<file path="src/tss_pkg.sv">
`timescale 1ns / 1ps
// ----------------------------------------------------------------------------
// tss_pkg
// Shared types, sizes and helpers for the three-stack shared buffer.
// ----------------------------------------------------------------------------
package tss_pkg;

    localparam int SLOTS_PER_STACK = 256;
    localparam int DATA_WIDTH      = 32;
    localparam int NUM_STACKS      = 3;
    localparam int STORE_SIZE      = NUM_STACKS * SLOTS_PER_STACK;
    localparam int PTR_W           = $clog2(STORE_SIZE);
    localparam int CNT_W           = $clog2(STORE_SIZE + 1);
    localparam int SUM_W           = CNT_W + 2;
    localparam int WORD_W          = 32;

    typedef logic [PTR_W-1:0]      ptr_t;
    typedef logic [CNT_W-1:0]      cnt_t;
    typedef logic [1:0]            sid_t;
    typedef logic [DATA_WIDTH-1:0] data_t;

    typedef ptr_t [NUM_STACKS-1:0] ptr_vec_t;
    typedef cnt_t [NUM_STACKS-1:0] cnt_vec_t;

    localparam logic MODE_PUSH = 1'b0;
    localparam logic MODE_POP  = 1'b1;
    localparam sid_t SID_BAD   = 2'd3;

    typedef enum logic [1:0] {
        ST_OK,
        ST_INVALID,
        ST_OVERFLOW,
        ST_UNDERFLOW
    } status_t;

    typedef struct packed {
        logic              mode;
        logic [1:0]        stack_id;
        logic [WORD_W-1:0] push_value;
    } item_t;

    typedef struct packed {
        logic [WORD_W-1:0] pop_value;
        status_t           status;
    } result_t;

    // Free space bookkeeping handed from the gap unit to the controller
    typedef struct packed {
        ptr_vec_t raw;
        cnt_t     free_words;
    } gap_info_t;

    typedef enum logic [3:0] {
        S_IDLE,
        S_RAW,
        S_DECIDE,
        S_SH_SRC,
        S_SH_DST,
        S_SHIFT,
        S_SH_END,
        S_PUSH,
        S_POP_RD,
        S_POP_OUT
    } state_t;

    typedef enum logic {
        PH_CHECK,
        PH_SHIFT_A
    } phase_t;

    // Add two positions whose sum is below twice the store size, modulo the store size
    function automatic ptr_t wrap_add(input logic [PTR_W:0] a, input logic [PTR_W:0] b);
        logic [PTR_W+1:0] s;
        s = {1'b0, a} + {1'b0, b};
        if (s >= (PTR_W+2)'(STORE_SIZE))
        begin
            s = s - (PTR_W+2)'(STORE_SIZE);
        end
        return s[PTR_W-1:0];
    endfunction

    // Next stack in circular order
    function automatic sid_t next_sid(input sid_t k);
        return (k == sid_t'(NUM_STACKS - 1)) ? sid_t'(0) : k + sid_t'(1);
    endfunction

endpackage

</file>
<file path="src/tss_gap.sv">
`timescale 1ns / 1ps
// ----------------------------------------------------------------------------
// tss_gap
// Free space between each stack top and the start of the next stack,
// plus the total number of free words in the store.
// ----------------------------------------------------------------------------
module tss_gap
    import tss_pkg::*;
(
    input  ptr_vec_t  starts,
    input  cnt_vec_t  counts,
    output gap_info_t info
);

    ptr_vec_t         tops;
    logic [SUM_W-1:0] used;

    // Count free words, then the top of each stack and distance to the next start
    always_comb
    begin
        used = SUM_W'(counts[0]) + SUM_W'(counts[1]) + SUM_W'(counts[2]);
        if (used >= SUM_W'(STORE_SIZE))
        begin
            info.free_words = '0;
        end
        else
        begin
            info.free_words = CNT_W'(SUM_W'(STORE_SIZE) - used);
        end
        for (int j = 0; j < NUM_STACKS; j++)
        begin
            tops[j] = wrap_add((PTR_W+1)'(starts[j]), (PTR_W+1)'(counts[j]));
            info.raw[j] = wrap_add((PTR_W+1)'(starts[next_sid(sid_t'(j))]),
                                   (PTR_W+1)'(STORE_SIZE) - (PTR_W+1)'(tops[j]));
        end
    end

endmodule

</file>
<file path="config.mk">
export PLATFORM = sky130hd
export DESIGN_NAME = tss_gap
export DESIGN_NICKNAME = d
export VERILOG_FILES = /design/src/tss_pkg.sv /design/src/tss_gap.sv
export SDC_FILE = /design/constraint.sdc
export NUM_CORES = 1
export LEC_CHECK = 0
export ABC_AREA = 1
export BUFFER_PORTS_ARGS = -buffer_cell sky130_fd_sc_hd__clkbuf_2
export CAP_MARGIN = 20
export CORE_UTILIZATION = 30
export DETAILED_ROUTE_END_ITERATION = 8
export PLACE_DENSITY_LB_ADDON = 0.2
export SETUP_SLACK_MARGIN = 0.1
export SLEW_MARGIN = 30
export SYNTH_ARGS = -nofsm -noshare
export SYNTH_HDL_FRONTEND = slang
export SYNTH_SLANG_ARGS = --single-unit
export TNS_END_PERCENT = 10
</file>
<file path="constraint.sdc">
create_clock -name vclk -period 3.55
set_clock_uncertainty 0.05 [all_clocks]
set_input_delay 0.1775 -clock vclk [all_inputs]
set_output_delay 0.1775 -clock vclk [all_outputs]
set_load 0.01 [all_outputs]
</file>
==> Implementation_results.wiki <==
{| class="wikitable"
! Metric !! Value
|-
| Cell with the largest stage delay on the worst path || sky130_fd_sc_hd__fa_2
|-
| Fill cell instance count of the final layout || 1600
|-
| Routed WL || 16.0 mm
|-
| Relative slew slack || 76.5%
|-
| Global Route Usage Sum || 18.9%
|-
| Number of top-level pins || 100
|-
| Post-placement worst setup slack || -0.418 ns
|-
| Via count of the first global-routing pass || 5251
|-
| Routed wire length per instance || 12.6 um
|-
| Number of buffer and inverter instances along the worst setup path || 7
|-
| DR vias || 5635
|-
| Num rows || 45
|-
| Antenna violations before repair || 0
|-
| Floorplan die height || 128 um
|-
| Initial core utilization || 31.0%
|-
| Synthesized area || 4770 um2
|-
| Critical path peak fanout || 3
|-
| Ratio of cells with drive above 1 in the final layout || 44.0%
|-
| Synth top area cells || sky130_fd_sc_hd__ha_1, sky130_fd_sc_hd__nand2_1, sky130_fd_sc_hd__inv_1
|-
| Final Max Tran Viols || 0
|-
| DP Wirelength || 13.8 mm
|-
| Placeable core area || 15400 um2
|-
| DRC violation total after the first TritonRoute iteration || 216
|-
| Multi-input gate area || 4820 um2
|-
| Number of nets at the end of the flow || 1222
|-
| Category of the most critical setup path || primary input to primary output
|-
| Number of vias per cell after detailed routing || 4.42
|-
| Worst min-delay path category || primary input to primary output
|-
| FF+latch area || 0 um2
|-
| Setup Total Neg Slack || -1.01 ns
|-
| Number of synthesis warnings || 0
|-
| Setup-failing EPs final || 7
|-
| Total of buffers placed on input and output ports || 100
|-
| Die boundary width || 128 um
|-
| Library cell occupying the most area in the post-synthesis netlist || sky130_fd_sc_hd__ha_1
|-
| Max Fclk || 269 MHz
|-
| Result of the run || finished, violations left
|-
| Area share of the largest cell type after synthesis || 21.0%
|-
| Synthesized instance count || 763
|-
| Final Core Density || 49.8%
|-
| CP Launch Type || primary input
|-
| Family with the most delay on the worst path || adder cells
|-
| Data arrival at the endpoint of the critical path || 3.50 ns
|-
| Measured slew at the worst slew-check pin || 0.351 ns
|-
| Hold_buf cts || 0
|-
| Critical Path End Type || primary output
|-
| Most used cell along the critical path || sky130_fd_sc_hd__ha_4
|-
| Period Utilization, post-route || 105%
|-
| Leakage power || 4.25 nW
|-
| Residual DRC count || 0
|-
| Unrepaired setup endpoints after global routing || yes
|-
| Maximum VDD drop || 0.000420 V
|-
| Slowest Stage Delay on Critical Path || 0.48 ns
|-
| Post-Synthesis Net Count || 920
|-
| Number of antenna cells inserted || 0
|-
| Distinct cells, synth || 39
|-
| Setup slack after layout || -0.173 ns
|-
| Pwr/cell area || 417 nW/um2
|-
| Period minus WS final || 3.72 ns
|-
| Failing checks || negative setup slack
|-
| Sequential share of the synthesized area || 0%
|-
| Post-synthesis average cell area || 6.25 um2
|-
| Number of detailed-route iterations in the first pass || 4
|-
| Required time worst endpoint || 3.32 ns
|-
| Wire length of the first global-routing pass || 25.0 mm
|-
| Die Area || 16400 um2
|-
| Number of max-capacitance violations reported || 0
|-
| Clock buffers || 0
|-
| Total congestion overflow after global routing || 0
|-
| Num sequential || 0
|-
| Area grow syn2layout || 60.7%
|-
| Routability congestion estimate || 0.857
|-
| Pin count of the biggest net entering global routing || 10
|-
| Final hold vios || 0
|-
| Number of antenna-violating nets in the routed design || 0
|}
[cell usage after synthesis, types with 2 or more instances]
master                      number
sky130_fd_sc_hd__o2111ai_1       2
sky130_fd_sc_hd__a31oi_1         2
sky130_fd_sc_hd__o21ai_2         2
sky130_fd_sc_hd__and3_1          2
sky130_fd_sc_hd__a21o_1          4
sky130_fd_sc_hd__nor2_2          2
sky130_fd_sc_hd__nor3b_2         4
sky130_fd_sc_hd__o211ai_1        3
sky130_fd_sc_hd__ha_1           80
sky130_fd_sc_hd__xnor2_1        15
sky130_fd_sc_hd__o21ai_0         8
sky130_fd_sc_hd__a21oi_1        52
sky130_fd_sc_hd__o21bai_1        2
sky130_fd_sc_hd__nor2_4          4
sky130_fd_sc_hd__nand3b_1        6
sky130_fd_sc_hd__fa_1           17
sky130_fd_sc_hd__xor2_1         40
sky130_fd_sc_hd__nand3_1        52
sky130_fd_sc_hd__nand3_4         2
sky130_fd_sc_hd__nand2_2        26
sky130_fd_sc_hd__nand4_2         4
sky130_fd_sc_hd__nand2_4         3
sky130_fd_sc_hd__nand2_1       198
sky130_fd_sc_hd__nor2_1         42
sky130_fd_sc_hd__nand3_2         9
sky130_fd_sc_hd__inv_1         136
sky130_fd_sc_hd__inv_2           6
sky130_fd_sc_hd__a21oi_2         2
sky130_fd_sc_hd__o21ai_1         4
sky130_fd_sc_hd__nor3_1          6
sky130_fd_sc_hd__nand4_1        20
[where the power goes]
part	internal, mW	switching, mW	total, mW	leakage, nW
Sequential	0	0	0	0
Combinational	1.54	1.65	3.19	4.25
Clock	0	0	0	0
[per-stage QoR]
stage               std cells  power, mW  hold WS [ns]  instance area, um2
finish                   1274       3.19         0.732                7660
global route             1274       3.56         0.751                7660
CTS                      1262       2.94         0.749                7100
detailed placement       1247       2.81         0.738                6890
global placement         1247       2.81         0.747                6890
floorplan                 763       1.69         0.456                4820
[routing by layer]
| metal | global-route usage, % | vias up | share of wire, % |
|---|---|---|---|
| met1 | 25.8 | 2468 | 48 |
| met4 | 1.11 | 0 | 0.96 |
| met5 | 0 | - | 0 |
| met2 | 34.5 | 83 | 49 |
| met3 | 0.292 | 8 | 2.5 |
| li1 | - | 3076 | - |
[kinds of logic (layout without fill, tap and decap cells)]
family | count (synthesis) | count (layout) | share of synthesized area [%]
adder cells (fa/ha/maj) | 97 | 97 | 28.1
XOR/XNOR | 56 | 56 | 10.4
AND/OR/NAND/NOR | 384 | 384 | 40.0
multiplexers | 1 | 1 | 0.210
AO/OA/AOI/OAI | 83 | 83 | 10.0
buffers and inverters | 142 | 442 | 11.2
[layout by cell type, fill, tap and decap left out, types with 5 or more instances in the layout]
cell type	count
sky130_fd_sc_hd__buf_4	199
sky130_fd_sc_hd__ha_1	55
sky130_fd_sc_hd__o21ai_1	5
sky130_fd_sc_hd__inv_1	122
sky130_fd_sc_hd__ha_2	7
sky130_fd_sc_hd__xnor2_1	11
sky130_fd_sc_hd__fa_1	14
sky130_fd_sc_hd__nor2_4	10
sky130_fd_sc_hd__xor2_1	36
sky130_fd_sc_hd__nand3_2	18
sky130_fd_sc_hd__buf_2	5
sky130_fd_sc_hd__nand3b_1	6
sky130_fd_sc_hd__nand3_1	43
sky130_fd_sc_hd__a21oi_1	45
sky130_fd_sc_hd__ha_4	18
sky130_fd_sc_hd__nor2_1	34
sky130_fd_sc_hd__o21ai_0	5
sky130_fd_sc_hd__nand2_2	42
sky130_fd_sc_hd__inv_2	19
sky130_fd_sc_hd__nand4_1	20
sky130_fd_sc_hd__a21oi_2	8
sky130_fd_sc_hd__clkbuf_2	91
sky130_fd_sc_hd__nand2_1	181
[worst paths after layout]
path                       start  endpoint  slack, ns  depth (start not counted)
worst max-delay path  starts[10]  info[29]      -0.17                         27
worst min-delay path  starts[20]  info[20]       0.73                          4
[cell type report]
cell class	instances	share of cell area, %
Inverter	142	6.99
Tap cell	211	3.45
Timing Repair Buffer	300	26.6
Multi-Input combinational cell	621	62.9
[what timing repair did]
item	CTS	global route
endpoints found under the setup margin	6	17
resized for setup	20	110
setup buffers	15	12
pin swaps	25	80
No activity file was read; power rests on OpenSTA's default activity.
